--- src/rtl/kclw_pkg.sv ---
// Shared types, codes and nibble scripts for the keypad-to-LCD nibble writer.
`timescale 1ns / 1ps
package kclw_pkg;

	typedef logic [1:0] kclw_action_t;
	typedef logic [1:0] kclw_prefix_t;

	localparam kclw_action_t ACT_INIT    = 2'd0;
	localparam kclw_action_t ACT_KEY     = 2'd1;
	localparam kclw_action_t ACT_RAW_CMD = 2'd2;
	localparam kclw_action_t ACT_RAW_CHR = 2'd3;

	// command run sent ahead of the byte
	localparam kclw_prefix_t PFX_NONE       = 2'd0;
	localparam kclw_prefix_t PFX_INIT       = 2'd1;
	localparam kclw_prefix_t PFX_LINE2      = 2'd2;
	localparam kclw_prefix_t PFX_CLEAR_HOME = 2'd3;

	localparam logic       RS_CMD       = 1'b0;
	localparam logic       RS_DATA      = 1'b1;
	localparam logic [7:0] CMD_FUNC8    = 8'h30;
	localparam logic [7:0] CMD_FUNC4    = 8'h20;
	localparam logic [5:0] SCREEN_CHARS = 6'd32;

	localparam int INIT_NIBS_N = 18;
	localparam int NIB_IDX_W   = 5;

	localparam logic [3:0] INIT_NIBS [0:INIT_NIBS_N-1] = '{
		4'h3, 4'h3, 4'h3, 4'h2,
		4'h2, 4'h8, 4'h0, 4'hC, 4'h0, 4'h1, 4'h8, 4'h0, 4'h0, 4'h6,
		4'h0, 4'h1, 4'h8, 4'h0
	};
	localparam logic [3:0] CLEAR_HOME_NIBS [0:3] = '{4'h0, 4'h1, 4'h8, 4'h0};
	localparam logic [3:0] LINE2_NIBS [0:1] = '{4'hC, 4'h0};

	localparam int QDEPTH = 2;
	localparam int QPTR_W = 1;

	typedef struct packed {
		kclw_prefix_t prefix;
		logic         has_byte;
		logic         rs;
		logic [7:0]   data;
	} kclw_job_t;

	function automatic logic [NIB_IDX_W-1:0] prefix_len(input kclw_prefix_t p);
		logic [NIB_IDX_W-1:0] n;
		unique case (p)
			PFX_INIT:       n = NIB_IDX_W'(INIT_NIBS_N);
			PFX_LINE2:      n = NIB_IDX_W'(2);
			PFX_CLEAR_HOME: n = NIB_IDX_W'(4);
			default:        n = '0;
		endcase
		return n;
	endfunction

	function automatic logic [3:0] prefix_nibble(input kclw_prefix_t p,
			input logic [NIB_IDX_W-1:0] idx);
		logic [3:0] v;
		unique case (p)
			PFX_INIT:       v = (idx < NIB_IDX_W'(INIT_NIBS_N)) ? INIT_NIBS[idx] : 4'h0;
			PFX_LINE2:      v = LINE2_NIBS[idx[0]];
			PFX_CLEAR_HOME: v = CLEAR_HOME_NIBS[idx[1:0]];
			default:        v = 4'h0;
		endcase
		return v;
	endfunction

	function automatic logic [7:0] hex_char(input logic [3:0] v);
		return (v < 4'd10) ? (8'h30 + {4'h0, v}) : (8'h41 + {4'h0, v} - 8'd10);
	endfunction

endpackage

--- src/rtl/kclw_if.sv ---
// Valid/ready channel interfaces for keypad items and LCD nibbles.
`timescale 1ns / 1ps
interface kclw_item_if;
	logic       valid;
	logic       ready;
	logic [1:0] action;
	logic [1:0] scan_row;
	logic [3:0] column_lines;
	logic [7:0] raw_byte;

	modport source (output valid, action, scan_row, column_lines, raw_byte, input ready);
	modport sink (input valid, action, scan_row, column_lines, raw_byte, output ready);
endinterface

interface kclw_nib_if;
	logic       valid;
	logic       ready;
	logic [3:0] nibble;
	logic       register_select;
	logic       last;

	modport source (output valid, nibble, register_select, last, input ready);
	modport sink (input valid, nibble, register_select, last, output ready);
endinterface

--- src/rtl/kclw_front.sv ---
// Front end: accepts items, tracks cursor and column, builds nibble jobs.
`timescale 1ns / 1ps
module kclw_front
	import kclw_pkg::*;
#(
	parameter int LINE_LENGTH = 16
) (
	input  logic            clk,
	input  logic            arst_n,
	kclw_item_if.sink       item,
	input  logic            q_full,
	output logic            push,
	output kclw_job_t       job
);

	logic [5:0] cursor_q;
	logic [1:0] held_col_q;
	logic [1:0] col_next;
	logic [5:0] cursor_next;
	logic       take;

	assign item.ready = !q_full;
	assign take = item.valid && !q_full;

	always_comb begin
		unique case (item.column_lines)
			4'b0001: col_next = 2'd0;
			4'b0010: col_next = 2'd1;
			4'b0100: col_next = 2'd2;
			4'b1000: col_next = 2'd3;
			default: col_next = held_col_q;
		endcase
	end

	always_comb begin
		job = '{prefix: PFX_NONE, has_byte: 1'b1, rs: RS_DATA, data: item.raw_byte};
		push = 1'b0;
		cursor_next = cursor_q;
		unique case (item.action)
			ACT_INIT: begin
				job.prefix = PFX_INIT;
				job.has_byte = 1'b0;
				job.rs = RS_CMD;
				push = take;
				cursor_next = '0;
			end
			ACT_KEY: begin
				job.data = hex_char({item.scan_row, col_next});
				push = take && (item.column_lines != 4'h0);
				if (cursor_q == 6'(LINE_LENGTH)) begin
					job.prefix = PFX_LINE2;
					cursor_next = cursor_q + 6'd1;
				end else if (cursor_q == SCREEN_CHARS) begin
					job.prefix = PFX_CLEAR_HOME;
					cursor_next = 6'd1;
				end else begin
					cursor_next = cursor_q + 6'd1;
				end
			end
			ACT_RAW_CMD: begin
				job.rs = RS_CMD;
				push = take;
			end
			default: push = take;
		endcase
	end

	always_ff @(posedge clk or negedge arst_n) begin
		if (!arst_n) begin
			cursor_q <= '0;
			held_col_q <= '0;
		end else if (push) begin
			cursor_q <= cursor_next;
			if (item.action == ACT_KEY) begin
				held_col_q <= col_next;
			end
		end
	end

endmodule

--- src/rtl/kclw_fifo.sv ---
// Short job queue between the front end and the nibble sequencer.
`timescale 1ns / 1ps
module kclw_fifo
	import kclw_pkg::*;
(
	input  logic      clk,
	input  logic      arst_n,
	input  logic      push,
	input  kclw_job_t wr_job,
	output logic      full,
	input  logic      pop,
	output logic      rd_valid,
	output kclw_job_t rd_job
);

	kclw_job_t          mem_q [QDEPTH];
	logic [QPTR_W-1:0]  wr_ptr_q;
	logic [QPTR_W-1:0]  rd_ptr_q;
	logic [QPTR_W:0]    count_q;

	assign full = (count_q == (QPTR_W+1)'(QDEPTH));
	assign rd_valid = (count_q != '0);
	assign rd_job = mem_q[rd_ptr_q];

	always_ff @(posedge clk) begin
		if (push) begin
			mem_q[wr_ptr_q] <= wr_job;
		end
	end

	always_ff @(posedge clk or negedge arst_n) begin
		if (!arst_n) begin
			wr_ptr_q <= '0;
			rd_ptr_q <= '0;
			count_q <= '0;
		end else begin
			if (push) begin
				wr_ptr_q <= wr_ptr_q + 1'b1;
			end
			if (pop) begin
				rd_ptr_q <= rd_ptr_q + 1'b1;
			end
			if (push && !pop) begin
				count_q <= count_q + 1'b1;
			end else if (pop && !push) begin
				count_q <= count_q - 1'b1;
			end
		end
	end

endmodule

--- src/rtl/kclw_back.sv ---
// Back end: walks each job nibble by nibble into the output register.
`timescale 1ns / 1ps
module kclw_back
	import kclw_pkg::*;
(
	input  logic       clk,
	input  logic       arst_n,
	input  logic       job_valid,
	input  kclw_job_t  job,
	output logic       pop,
	kclw_nib_if.source result
);

	logic [NIB_IDX_W-1:0] idx_q;
	logic [NIB_IDX_W-1:0] plen;
	logic [NIB_IDX_W-1:0] total;
	logic [1:0]           byte_nibs;
	logic                 short_cmd;
	logic                 load;
	logic                 is_last;
	logic [3:0]           nib;
	logic                 rs;
	logic                 valid_q;
	logic [3:0]           nibble_q;
	logic                 rs_q;
	logic                 last_q;

	assign plen = prefix_len(job.prefix);
	// 8-bit-mode and 4-bit-mode function sets only have a high nibble
	assign short_cmd = (job.rs == RS_CMD) && ((job.data == CMD_FUNC8) || (job.data == CMD_FUNC4));
	assign byte_nibs = !job.has_byte ? 2'd0 : (short_cmd ? 2'd1 : 2'd2);
	assign total = plen + NIB_IDX_W'(byte_nibs);
	assign is_last = (idx_q == total - NIB_IDX_W'(1));
	assign load = job_valid && (!valid_q || result.ready);
	assign pop = load && is_last;

	always_comb begin
		if (idx_q < plen) begin
			nib = prefix_nibble(job.prefix, idx_q);
			rs = RS_CMD;
		end else if (idx_q == plen) begin
			nib = job.data[7:4];
			rs = job.rs;
		end else begin
			nib = job.data[3:0];
			rs = job.rs;
		end
	end

	always_ff @(posedge clk or negedge arst_n) begin
		if (!arst_n) begin
			idx_q <= '0;
			valid_q <= 1'b0;
		end else begin
			if (load) begin
				idx_q <= is_last ? '0 : idx_q + NIB_IDX_W'(1);
				valid_q <= 1'b1;
			end else if (result.ready) begin
				valid_q <= 1'b0;
			end
		end
	end

	always_ff @(posedge clk) begin
		if (load) begin
			nibble_q <= nib;
			rs_q <= rs;
			last_q <= is_last;
		end
	end

	assign result.valid = valid_q;
	assign result.nibble = nibble_q;
	assign result.register_select = rs_q;
	assign result.last = last_q;

endmodule

--- src/rtl/keypad_to_char_lcd_nibble_writer_unit.sv ---
// Top level of the keypad-to-character-LCD 4-bit nibble writer.
`timescale 1ns / 1ps
// Turns init, keypad, raw command and raw character items into the nibble
// transfers of a 4-bit character LCD bus, high nibble first, each tagged
// command or data, with last set on the final nibble of an item. The output
// carries one nibble per cycle while the receiver is ready. An item makes 1
// nibble for a single-nibble command, 2 for a plain byte, up to 6 for a key
// at a line or screen boundary, and 18 for init, all emitted by the back-end
// sequencer. A keypad sample with no column line set is taken and produces
// nothing. Items are taken while the two-entry job queue has room, so new
// items keep arriving while earlier nibbles still wait at the output.
module keypad_to_char_lcd_nibble_writer_unit
	import kclw_pkg::*;
#(
	parameter int LINE_LENGTH = 16
) (
	input  logic       clk,
	input  logic       arst_n,
	kclw_item_if.sink  item,
	kclw_nib_if.source result
);

	logic      push;
	logic      q_full;
	logic      pop;
	logic      head_valid;
	kclw_job_t new_job;
	kclw_job_t head_job;

	kclw_front #(
		.LINE_LENGTH(LINE_LENGTH)
	) u_front (
		.clk    (clk),
		.arst_n (arst_n),
		.item   (item),
		.q_full (q_full),
		.push   (push),
		.job    (new_job)
	);

	kclw_fifo u_fifo (
		.clk      (clk),
		.arst_n   (arst_n),
		.push     (push),
		.wr_job   (new_job),
		.full     (q_full),
		.pop      (pop),
		.rd_valid (head_valid),
		.rd_job   (head_job)
	);

	kclw_back u_back (
		.clk       (clk),
		.arst_n    (arst_n),
		.job_valid (head_valid),
		.job       (head_job),
		.pop       (pop),
		.result    (result)
	);

endmodule

--- src/flat_wrapper.sv ---
// flat-port wrapper written by rule: the top's interface ports become plain ports
module keypad_to_char_lcd_nibble_writer_unit_flat import kclw_pkg::*;
#(
	parameter int LINE_LENGTH = 16
)
  (clk, arst_n, item_valid, item_action, item_scan_row, item_column_lines, item_raw_byte, item_ready, result_valid, result_nibble, result_register_select, result_last, result_ready);
  kclw_item_if item_i ();
  kclw_nib_if result_i ();
  input  logic clk;
  input  logic arst_n;
  input wire logic [$bits(item_i.valid)-1:0] item_valid;
  input wire logic [$bits(item_i.action)-1:0] item_action;
  input wire logic [$bits(item_i.scan_row)-1:0] item_scan_row;
  input wire logic [$bits(item_i.column_lines)-1:0] item_column_lines;
  input wire logic [$bits(item_i.raw_byte)-1:0] item_raw_byte;
  output wire logic [$bits(item_i.ready)-1:0] item_ready;
  output wire logic [$bits(result_i.valid)-1:0] result_valid;
  output wire logic [$bits(result_i.nibble)-1:0] result_nibble;
  output wire logic [$bits(result_i.register_select)-1:0] result_register_select;
  output wire logic [$bits(result_i.last)-1:0] result_last;
  input wire logic [$bits(result_i.ready)-1:0] result_ready;
  assign item_i.valid = item_valid;
  assign item_i.action = item_action;
  assign item_i.scan_row = item_scan_row;
  assign item_i.column_lines = item_column_lines;
  assign item_i.raw_byte = item_raw_byte;
  assign item_ready = item_i.ready;
  assign result_valid = result_i.valid;
  assign result_nibble = result_i.nibble;
  assign result_register_select = result_i.register_select;
  assign result_last = result_i.last;
  assign result_i.ready = result_ready;
  keypad_to_char_lcd_nibble_writer_unit #(.LINE_LENGTH(LINE_LENGTH)) u_core (.clk(clk), .arst_n(arst_n), .item(item_i), .result(result_i));
endmodule
--- config.mk ---
export PLATFORM = sky130hd
export DESIGN_NAME = keypad_to_char_lcd_nibble_writer_unit_flat
export DESIGN_NICKNAME = d
export VERILOG_FILES = /design/src/rtl/kclw_pkg.sv /design/src/rtl/kclw_if.sv /design/src/rtl/kclw_front.sv /design/src/rtl/kclw_fifo.sv /design/src/rtl/kclw_back.sv /design/src/rtl/keypad_to_char_lcd_nibble_writer_unit.sv /design/src/flat_wrapper.sv
export SDC_FILE = /design/constraint.sdc
export NUM_CORES = 1
export LEC_CHECK = 0
export BUFFER_PORTS_ARGS = -buffer_cell sky130_fd_sc_hd__buf_4
export CORE_ASPECT_RATIO = 2
export CORE_MARGIN = 5
export CORE_UTILIZATION = 39
export DETAILED_ROUTE_END_ITERATION = 6
export PLACE_DENSITY = 0.56
export RECOVER_POWER = 25
export REMOVE_ABC_BUFFERS = 1
export SLEW_MARGIN = 20
export SYNTH_ARGS = -nofsm -noshare
export SYNTH_HDL_FRONTEND = slang
export SYNTH_SLANG_ARGS = --single-unit
--- constraint.sdc ---
create_clock -name clk -period 5.13 [get_ports clk]
set_input_delay 0.2565 -clock clk [delete_from_list [all_inputs] [get_ports clk]]
set_output_delay 0.2565 -clock clk [all_outputs]
set_load 0.1 [all_outputs]
==> results of run 1 <==
per-stage QoR:
| step | cells | util | setup WS [ps] |
|---|---|---|---|
| 2_1_floorplan | 267 | - | 1290 |
| 3_5_place_dp | 386 | 0.436 | 932 |
| 3_3_place_gp | 386 | 0.436 | 1070 |
| 4_1_cts | 395 | 0.460 | 897 |
| 6_report | 395 | 0.457 | 951 |
| 5_1_grt | 395 | 0.457 | 695 |
sequential cells by signal, indices dropped and copies added (netlist names), 2 cells and up:
name / count
u_core.u_back.result.nibble: 4
u_core.u_fifo.mem_q: 24
u_core.u_front.cursor_q: 6
u_core.u_fifo.count_q: 2
u_core.u_front.held_col_q: 2
u_core.u_back.idx_q: 5
report_power, final:
part / internal [mW] / leakage (nW) / switching (mW) / total (mW)
Clock: 0.229 / 0.0808 / 0.130 / 0.359
Combinational: 0.315 / 0.790 / 0.587 / 0.902
Sequential: 0.560 / 0.503 / 0.137 / 0.698
Total: 1.10 / 1.37 / 0.855 / 1.96
kinds of logic (layout without fill, tap and decap cells):
family / count (synthesis) / after routing
AO/OA/AOI/OAI: 57 / 57
XOR/XNOR: 12 / 12
adder cells (fa/ha/maj): 22 / 22
buffers and inverters: 30 / 59
flip-flops: 48 / 48
multiplexers: 8 / 8
AND/OR/NAND/NOR: 97 / 97
final timing paths:
| check | start | to | depth (start not counted) |
|---|---|---|---|
| max in group asynchronous | arst_n | u_core.u_back.idx_q[4]$_DFFE_PN0P_ | 2 |
| setup reg to reg | u_core.u_fifo.rd_ptr_q$_DFFE_PN0P_ | u_core.u_fifo.count_q[1]$_DFFE_PN0P_ | 16 |
| min in group asynchronous | arst_n | u_core.u_front.held_col_q[1]$_DFFE_PN0P_ | 2 |
| hold reg to reg | u_core.u_fifo.wr_ptr_q$_DFFE_PN0P_ | u_core.u_fifo.wr_ptr_q$_DFFE_PN0P_ | 1 |
| hold / removal | result_ready | u_core.u_back.result.valid$_DFFE_PN0P_ | 3 |
| setup / recovery | u_core.u_fifo.rd_ptr_q$_DFFE_PN0P_ | u_core.u_fifo.count_q[1]$_DFFE_PN0P_ | 16 |
repair_timing:
action                                 CTS  global route
endpoints found under the hold margin   18             0
resized for setup                        0             0
hold buffers                             1             0
layout make-up:
class	instances	area (um2)	share of cell area
clock buffer	6	129	0.0388
clock inverter	2	35.0	0.0106
inverter	23	86.3	0.0260
multi-input combinational	196	1410	0.425
sequential	48	1350	0.407
tap	92	115	0.0347
timing repair buffer	28	194	0.0584
worst max-delay path, delay by kind of cell (launching register included):
kind | cells | cell delay, ps
mux | 1 | 360
buf+inv | 3 | 190
xor+xnor | 3 | 460
flops | 1 | 680
fa+ha+maj | 5 | 1400
simple gates | 4 | 1030
placed cells by master, fill, tap and decap left out, types with 7 or more instances in the layout:
cell,synthesis,final
o21ai_0,13,13
nand3_1,7,7
ha_1,21,21
a21oi_1,11,11
nand2_1,31,31
nor2_1,18,18
edfxtp_1,30,30
dfrtp_1,18,18
inv_1,23,23
buf_4,1,22
layer usage:
metal,global-route usage,vias to the layer above,routed length (um)
li1,-,1047,-
met1,0.118,955,2010
met2,0.267,39,3510
met3,0.0168,18,160
met4,0.0879,0,310
met5,0,-,0
==> flow_metrics.tcl, run 1 <==
set metrics [dict create \
    status "complete, no violations" \
    clkTransAtPathRegs_ps 60 \
    grt_max_degree 19 \
    insertion_delay_ps 280 \
    finalHoldViolations 0 \
    p_total_mw 1.96 \
    whs_ps 239 \
    cts_sinks 48 \
    critPathMostFrequentCell "ha_1" \
    synth_top_area_cell "edfxtp_1" \
    area_growth_pct 15.0 \
    reg2reg_slack_ps 950 \
    core-area_um2 7270 \
    vias 2059 \
    yosys.area_share.xor_xnor 0.0416 \
    synth-compound-area-share 0.131 \
    row_count 44 \
    diodes 0 \
    period_share 0.815 \
    cpMaxStageDelayCell "dfrtp_1" \
    grt_pass1_vias 2074 \
    max_freq_mhz 239 \
    synth_edf_count 30 \
    ys_seq_elements 48 \
    io_pins 28 \
    crit_chain "mux2i_1, ha_1, inv_1, ha_1, inv_1, ha_1, inv_1, fa_1, xor2_1, nand2_1, or4_1, or3_4, ha_1, xor2_1, nor2_1, xor2_1" \
    dp_hpwl_um 4930 \
    cp_max_fo 12 \
    drc 0 \
    h-tree-depth 2 \
    synth-async-reset-ratio 0.375 \
    drtPass1Iterations 4 \
    numPortBuffers 27 \
    drive_gt1_frac 0.135 \
    synth_top_area_share 0.312 \
    synth_flop_cell "edfxtp_1" \
    initial_core_util 0.397 \
    die_h_um 132 \
    ys_top_cells_by_count "31 x nand2_1, 30 x edfxtp_1, 23 x inv_1" \
    syn_area_um2 2890 \
    skew_ps 7.91 \
    yosysSeqAreaShare 0.468 \
    critPathKind "register to register" \
    yosysUniqueCellTypes 54 \
    yosys.area_share.adder 0.0980 \
    cts_buffers 5 \
    synth_top_family_by_area "simple AND/OR/NAND/NOR gates" \
    syn_area_per_cell_um2 10.5 \
    fin_setup_tns_ps 0 \
    drtIter0Drc 70 \
    fill_cells 734 \
    hold_path.class "input pin to register" \
    ir_drop_v 0.000263 \
    rsz0062_at_grt "false" \
    routabilityCongestion 0.874 \
    worstMarginPinSlew_ps 1170 \
    die_w_um 70.8 \
    synth-simple-area-share 0.173 \
    fin_area_um2 3320 \
    leakage_nw 1.37 \
    cp_slowest_stage_delay_ps 680 \
    cts_setup_buffers 0 \
    slew_headroom 0.226 \
    required_ps 5340 \
    final_antenna_net_count 0 \
    die-area_um2 9330 \
    grt_pass1_wl_um 9790 \
    clockRootBuffer "clkbuf_16" \
    track_usage 0.135 \
    maxCapViolCount 0 \
    ctsLongestPathBuffers 2 \
    antenna_found_initial 0 \
    routed_wirelength_um 5990 \
    yosys_warnings 0 \
    setup_viol 0 \
    critPathLaunchType "register" \
    ys_top_cells_by_area "edfxtp_1 31%, dfrtp_1 16%, ha_1 9.1%" \
    nets 344 \
    drt-wirelength-per-cell_um 15.2 \
    cp-end-kind "register" \
    grt.overflow.total 0 \
    post-synth-top-count-cell "nand2_1" \
    cp_data_arrival_time_ps 4380 \
    power.density_nw_per_um2 590 \
    syn_inst 274 \
    synthMuxAreaShare 0.0451 \
    maxSlewViolCount 0 \
    cts_tree "yes" \
    period_minus_slack_ps 4180 \
    vias_per_cell 5.21 \
    placed_area_um2 3170 \
]
Note: power is estimated with default switching activity, not from simulation.
==> run 2: changes to the inputs <==
--- a/config.mk
+++ b/config.mk
@@ -5,6 +5,7 @@
 export SDC_FILE = /design/constraint.sdc
 export NUM_CORES = 1
 export LEC_CHECK = 0
+export ABC_AREA = 1
 export BUFFER_PORTS_ARGS = -buffer_cell sky130_fd_sc_hd__buf_4
 export CORE_ASPECT_RATIO = 2
 export CORE_MARGIN = 5
==> constraint.sdc (replaced) <==
create_clock -name clk -period 4.1 [get_ports clk]
set_input_delay 0.205 -clock clk [delete_from_list [all_inputs] [get_ports clk]]
set_output_delay 0.205 -clock clk [all_outputs]
set_load 0.1 [all_outputs]
==> flow_metrics.tcl, run 2 <==
set metrics [dict create \
    cts_setup_buffers 0 \
    whs_path_depth 2 \
    yosysSeqAreaShare 0.467 \
    insertion_delay_ps 290 \
    rr_worst_depth 19 \
    grt_pass1_wl_um 10600 \
    final_cell_mix "99 x nand2_1, 61 x inv_1, 30 x edfxtp_1" \
    maxSlewViolCount 0 \
    min_from "result_ready" \
    diodes 0 \
    numPortBuffers 27 \
    row_count 44 \
    fin_setup_tns_ps 0 \
    max_freq_mhz 270 \
    vias 2260 \
    ctsLongestPathBuffers 2 \
    initial_core_util 0.399 \
    grt_max_degree 19 \
    p_total_mw 2.69 \
    grt.overflow.total 0 \
    cp_data_arrival_time_ps 3880 \
    syn_area_per_cell_um2 8.40 \
    critPathLaunchType "register" \
    instances_no_fill 474 \
    routabilityCongestion 0.865 \
    yosysUniqueCellTypes 28 \
    yosys_warnings 0 \
    required_ps 4270 \
    post-synth-top-count-cell "nand2_1" \
    drive_gt1_frac 0.128 \
    reg2reg_slack_ps 390 \
    antenna_found_initial 0 \
    rr_endpoint "u_core.u_fifo.count_q[1]$_DFFE_PN0P_" \
    largest-register "u_core.u_fifo.mem_q" \
    period_share 0.904 \
    grt_pass1_vias 2351 \
    synth_top_area_cell "edfxtp_1" \
    synth_flop_cell "edfxtp_1" \
    setup_viol 0 \
    slew_headroom 0.217 \
    hold_path.class "input pin to register" \
    leakage_nw 1.61 \
    ys_top_cells_by_area "edfxtp_1 31%, dfrtp_1 16%, nand2_1 13%" \
    cts_tree "yes" \
    clockRootBuffer "clkbuf_16" \
    drtIter0Drc 106 \
    drc 0 \
    track_usage 0.146 \
    skew_ps 8.23 \
    io_pins 28 \
    cts_buffers 5 \
    ys_top_cells_by_count "98 x nand2_1, 61 x inv_1, 30 x edfxtp_1" \
    synth-async-reset-ratio 0.375 \
    place_inst 465 \
    final_core_util 0.465 \
    ir_drop_v 0.000309 \
    syn_area_um2 2900 \
    rsz0062_at_grt "false" \
    worstMarginPinSlew_ps 1180 \
    die_h_um 132 \
    ys_seq_elements 48 \
    clkTransAtPathRegs_ps 70 \
    cp-end-kind "register" \
    nets 423 \
    routed_wirelength_um 6200 \
    period_minus_slack_ps 3710 \
    syn_inst 345 \
    status "complete, no violations" \
    synth_edf_count 30 \
    drt-wirelength-per-cell_um 13.1 \
    area_growth_pct 16.7 \
    maxCapViolCount 0 \
    die-area_um2 9360 \
    hold_end "u_core.u_back.result.valid$_DFFE_PN0P_" \
    finalHoldViolations 0 \
    drtPass1Iterations 6 \
    core-area_um2 7270 \
    rr_startpoint "u_core.u_fifo.rd_ptr_q$_DFFE_PN0P_" \
    final_antenna_net_count 0 \
    h-tree-depth 2 \
    largest_reg_flops 24 \
    synth_top_area_share 0.311 \
    layout_commonest_cell "nand2_1" \
    cts_sinks 48 \
    die_w_um 70.9 \
    power.density_nw_per_um2 796 \
    cp_max_fo 4 \
    dp_hpwl_um 5070 \
    vias_per_cell 4.77 \
    critPathKind "register to register" \
    fill_cells 764 \
    reg_top3 "u_core.u_fifo.mem_q x24, u_core.u_front.cursor_q x6, u_core.u_back.idx_q x5" \
]
==> run 2: cell count changes after synthesis, sizes merged, moves of 4 or more <==
| cell | delta |
|---|---|
| nand3 | +8 |
| inv | +38 |
| mux2i | -4 |
| nor2 | +5 |
| a21o | -5 |
| o21ai | +10 |
| nor2b | -5 |
| mux4 | -4 |
| nand2 | +70 |
| xnor2 | -4 |
| a31oi | -4 |
| nand2b | -4 |
==> run 2: worst max path at each step <==
stage / from / end
floorplan: u_core.u_fifo.rd_ptr_q$_DFFE_PN0P_ / u_core.u_fifo.count_q[1]$_DFFE_PN0P_
global placement: u_core.u_fifo.rd_ptr_q$_DFFE_PN0P_ / u_core.u_fifo.count_q[1]$_DFFE_PN0P_
detailed placement: u_core.u_fifo.rd_ptr_q$_DFFE_PN0P_ / u_core.u_fifo.count_q[1]$_DFFE_PN0P_
CTS: u_core.u_fifo.rd_ptr_q$_DFFE_PN0P_ / u_core.u_fifo.count_q[1]$_DFFE_PN0P_
global route: u_core.u_fifo.rd_ptr_q$_DFFE_PN0P_ / u_core.u_fifo.count_q[1]$_DFFE_PN0P_
finish: u_core.u_fifo.rd_ptr_q$_DFFE_PN0P_ / u_core.u_fifo.count_q[1]$_DFFE_PN0P_
==> run 2: what timing repair did <==
item | CTS | global route
hold endpoints to repair | 18 | 0
resized for setup | 0 | 3
setup endpoints to repair | 0 | 1
hold buffers | 1 | 0
==> run 2: kinds of logic after synthesis <==
kind of cell | count (synthesis) | share of synthesized area
flip-flops | 48 | 0.467
AO/OA/AOI/OAI | 45 | 0.0881
adder cells (fa/ha/maj) | 22 | 0.0976
XOR/XNOR | 11 | 0.0333
buffers and inverters | 65 | 0.0907
AND/OR/NAND/NOR | 154 | 0.224
==> run 2: area by class of cell <==
class	count	area (um2)	area share
tap	92	115	0.0340
timing repair buffer	33	235	0.0696
clock inverter	3	42.5	0.0126
multi-input combinational	232	1280	0.379
sequential	48	1350	0.400
inverter	61	229	0.0677
clock buffer	5	125	0.0370
==> run 2: metrics by stage <==
stage,setup slack [ps],instance area (um2),hold WS [ps]
floorplan,80.9,2860,-90.6
global placement,448,3220,92.7
detailed placement,347,3220,96.3
CTS,337,3400,91.9
global route,21.2,3380,125
finish,394,3380,93.3
==> run 2: worst max-delay path, cell delays in order (launching register included) <==
cell,delay (ps)
dfrtp_1,340
inv_1,70
or2_2,270
o21ai_1,110
ha_1,270
inv_1,60
ha_1,220
inv_1,60
ha_1,150
inv_1,50
fa_1,370
or2_2,320
nand3_1,80
nand2_1,50
nor3_1,270
nand3_2,150
ha_1,380
a21oi_1,110
o21ai_0,100
xor2_1,150
==> run 2: metal layers <==
layer | wire, um | vias to the layer above | track usage
li1 | - | 1179 | -
met1 | 2010 | 1039 | 0.129
met2 | 3810 | 28 | 0.291
met3 | 139 | 14 | 0.0237
met4 | 229 | 0 | 0.0847
met5 | 0 | - | 0
==> run 2: power breakdown <==
part,switching [mW],leakage (nW),total [mW],internal [mW]
registers,0.115,0.510,0.828,0.713
logic,0.972,1.02,1.40,0.432
clock network,0.172,0.0798,0.459,0.286
==> run 3: changes to the inputs <==
--- a/config.mk
+++ b/config.mk
@@ -13,7 +13,6 @@
 export DETAILED_ROUTE_END_ITERATION = 6
 export PLACE_DENSITY = 0.56
 export RECOVER_POWER = 25
-export REMOVE_ABC_BUFFERS = 1
 export SLEW_MARGIN = 20
 export SYNTH_ARGS = -nofsm -noshare
 export SYNTH_HDL_FRONTEND = slang
==> flow_metrics.tcl, run 3 (synthesis results as in run 2) <==
set metrics [dict create \
    grt.overflow.total 0 \
    cts_sinks 48 \
    p_total_mw 2.62 \
    worstMarginPinSlew_ps 1170 \
    fill_cells 739 \
    area_growth_pct 15.8 \
    drive_gt1_frac 0.123 \
    fin_setup_tns_ps 0 \
    row_count 44 \
    insertion_delay_ps 280 \
    ir_drop_v 0.000324 \
    final_cell_mix "99 x nand2_1, 61 x inv_1, 30 x edfxtp_1" \
    instances_no_fill 474 \
    required_ps 4260 \
    clockRootBuffer "clkbuf_16" \
    cp_max_fo 15 \
    grt_pass1_vias 2352 \
    cp_data_arrival_time_ps 3840 \
    largest_reg_flops 24 \
    placed_area_um2 3220 \
    vias 2267 \
    skew_ps 10.9 \
    cp-startpoint "u_core.u_fifo.rd_ptr_q$_DFFE_PN0P_" \
    cts_tree "yes" \
    status "complete, no violations" \
    register_area_um2 1350 \
    rr_startpoint "u_core.u_fifo.rd_ptr_q$_DFFE_PN0P_" \
    critPathKind "register to register" \
    fin_area_um2 3350 \
    max_freq_mhz 272 \
    track_usage 0.141 \
    rsz0062_at_grt "false" \
    drt-wirelength-per-cell_um 12.5 \
    nets 423 \
    final_antenna_net_count 0 \
    clkTransAtPathRegs_ps 60 \
    largest-register "u_core.u_fifo.mem_q" \
    power.density_nw_per_um2 781 \
    finalHoldViolations 0 \
    antenna_found_initial 0 \
    h-tree-depth 2 \
    ctsLongestPathBuffers 2 \
    whs_ps 100 \
    critPathLaunchType "register" \
    drtIter0Drc 86 \
    drc 0 \
    leakage_nw 1.60 \
    cp-end-kind "register" \
    maxSlewViolCount 0 \
    core-area_um2 7270 \
    vias_per_cell 4.78 \
    numPortBuffers 27 \
    setup_viol 0 \
    synth_nets 387 \
    layout_commonest_cell "nand2_1" \
    routabilityCongestion 0.862 \
    place_inst 465 \
    routed_wirelength_um 5930 \
    dp_hpwl_um 4920 \
    min_from "result_ready" \
    reg_top3 "u_core.u_fifo.mem_q x24, u_core.u_front.cursor_q x6, u_core.u_back.idx_q x5" \
    slew_headroom 0.221 \
    diodes 0 \
    maxCapViolCount 0 \
    die_h_um 132 \
    cts_buffers 5 \
    multiInputGateArea_um2 1280 \
    initial_core_util 0.399 \
    grt_pass1_wl_um 10400 \
    hold_path.class "input pin to register" \
    io_pins 28 \
    die-area_um2 9360 \
    period_minus_slack_ps 3680 \
    drtPass1Iterations 4 \
    die_w_um 70.9 \
    period_share 0.897 \
    grt_max_degree 19 \
]
## run 3: final timing paths
| check | to | slack [ps] | depth (start not counted) |
|---|---|---|---|
| min | u_core.u_back.result.valid$_DFFE_PN0P_ | 100 | 2 |
| max in group asynchronous | u_core.u_fifo.wr_ptr_q$_DFFE_PN0P_ | 2880 | 2 |
| min in group asynchronous | u_core.u_front.cursor_q[3]$_DFFE_PN0P_ | 610 | 2 |
| min reg2reg | u_core.u_front.held_col_q[0]$_DFFE_PN0P_ | 490 | 2 |
| max | u_core.u_fifo.count_q[1]$_DFFE_PN0P_ | 420 | 18 |
| max reg2reg | u_core.u_fifo.count_q[1]$_DFFE_PN0P_ | 420 | 18 |
## run 3: timing repair
action	4_1_cts	5_1_grt
resized for setup	0	3
setup endpoints to repair	0	1
endpoints found under the hold margin	18	0
setup buffers	0	0
hold buffers	1	0
## run 3: metal layers
layer	GRT usage	wire (um)	vias up
met1	0.119	1940	1042
met4	0.0774	207	0
li1	-	-	1179
met5	0	0	-
met2	0.291	3630	33
met3	0.0198	149	13
## run 3: power breakdown
| part | total (mW) | leakage (nW) | internal (mW) | switching, mW |
|---|---|---|---|---|
| combinational | 1.42 | 1.02 | 0.433 | 0.982 |
| sequential | 0.824 | 0.510 | 0.713 | 0.111 |
| clock | 0.380 | 0.0679 | 0.225 | 0.155 |
| total | 2.62 | 1.60 | 1.37 | 1.25 |
## run 3: worst max-delay path, cell delays in order, from the launching register on
cell and delay (ps):
dfrtp_1 380, buf_4 180, o21ai_0 240, ha_1 300
inv_1 60, ha_1 220, inv_1 60, ha_1 150
inv_1 50, fa_1 370, or2_2 320, nand3_1 80
nand2_1 60, nor3_2 200, nand3_2 130, ha_1 370
a21oi_1 120, o21ai_0 110, xor2_1 160
## run 3: final cells by class
| type | count | share of cell area |
|---|---|---|
| Sequential cell | 48 | 0.403 |
| Multi-Input combinational cell | 232 | 0.383 |
| Timing Repair Buffer | 33 | 0.0701 |
| Inverter | 61 | 0.0683 |
| Clock buffer | 7 | 0.0396 |
| Tap cell | 92 | 0.0343 |
| Clock inverter | 1 | 0.00149 |
## run 3: through the flow
stage          setup slack (ps)  utilization
2_1_floorplan               210            -
3_3_place_gp                453        0.443
3_5_place_dp                322        0.443
4_1_cts                     299        0.463
5_1_grt                    44.5        0.461
6_report                    421        0.461
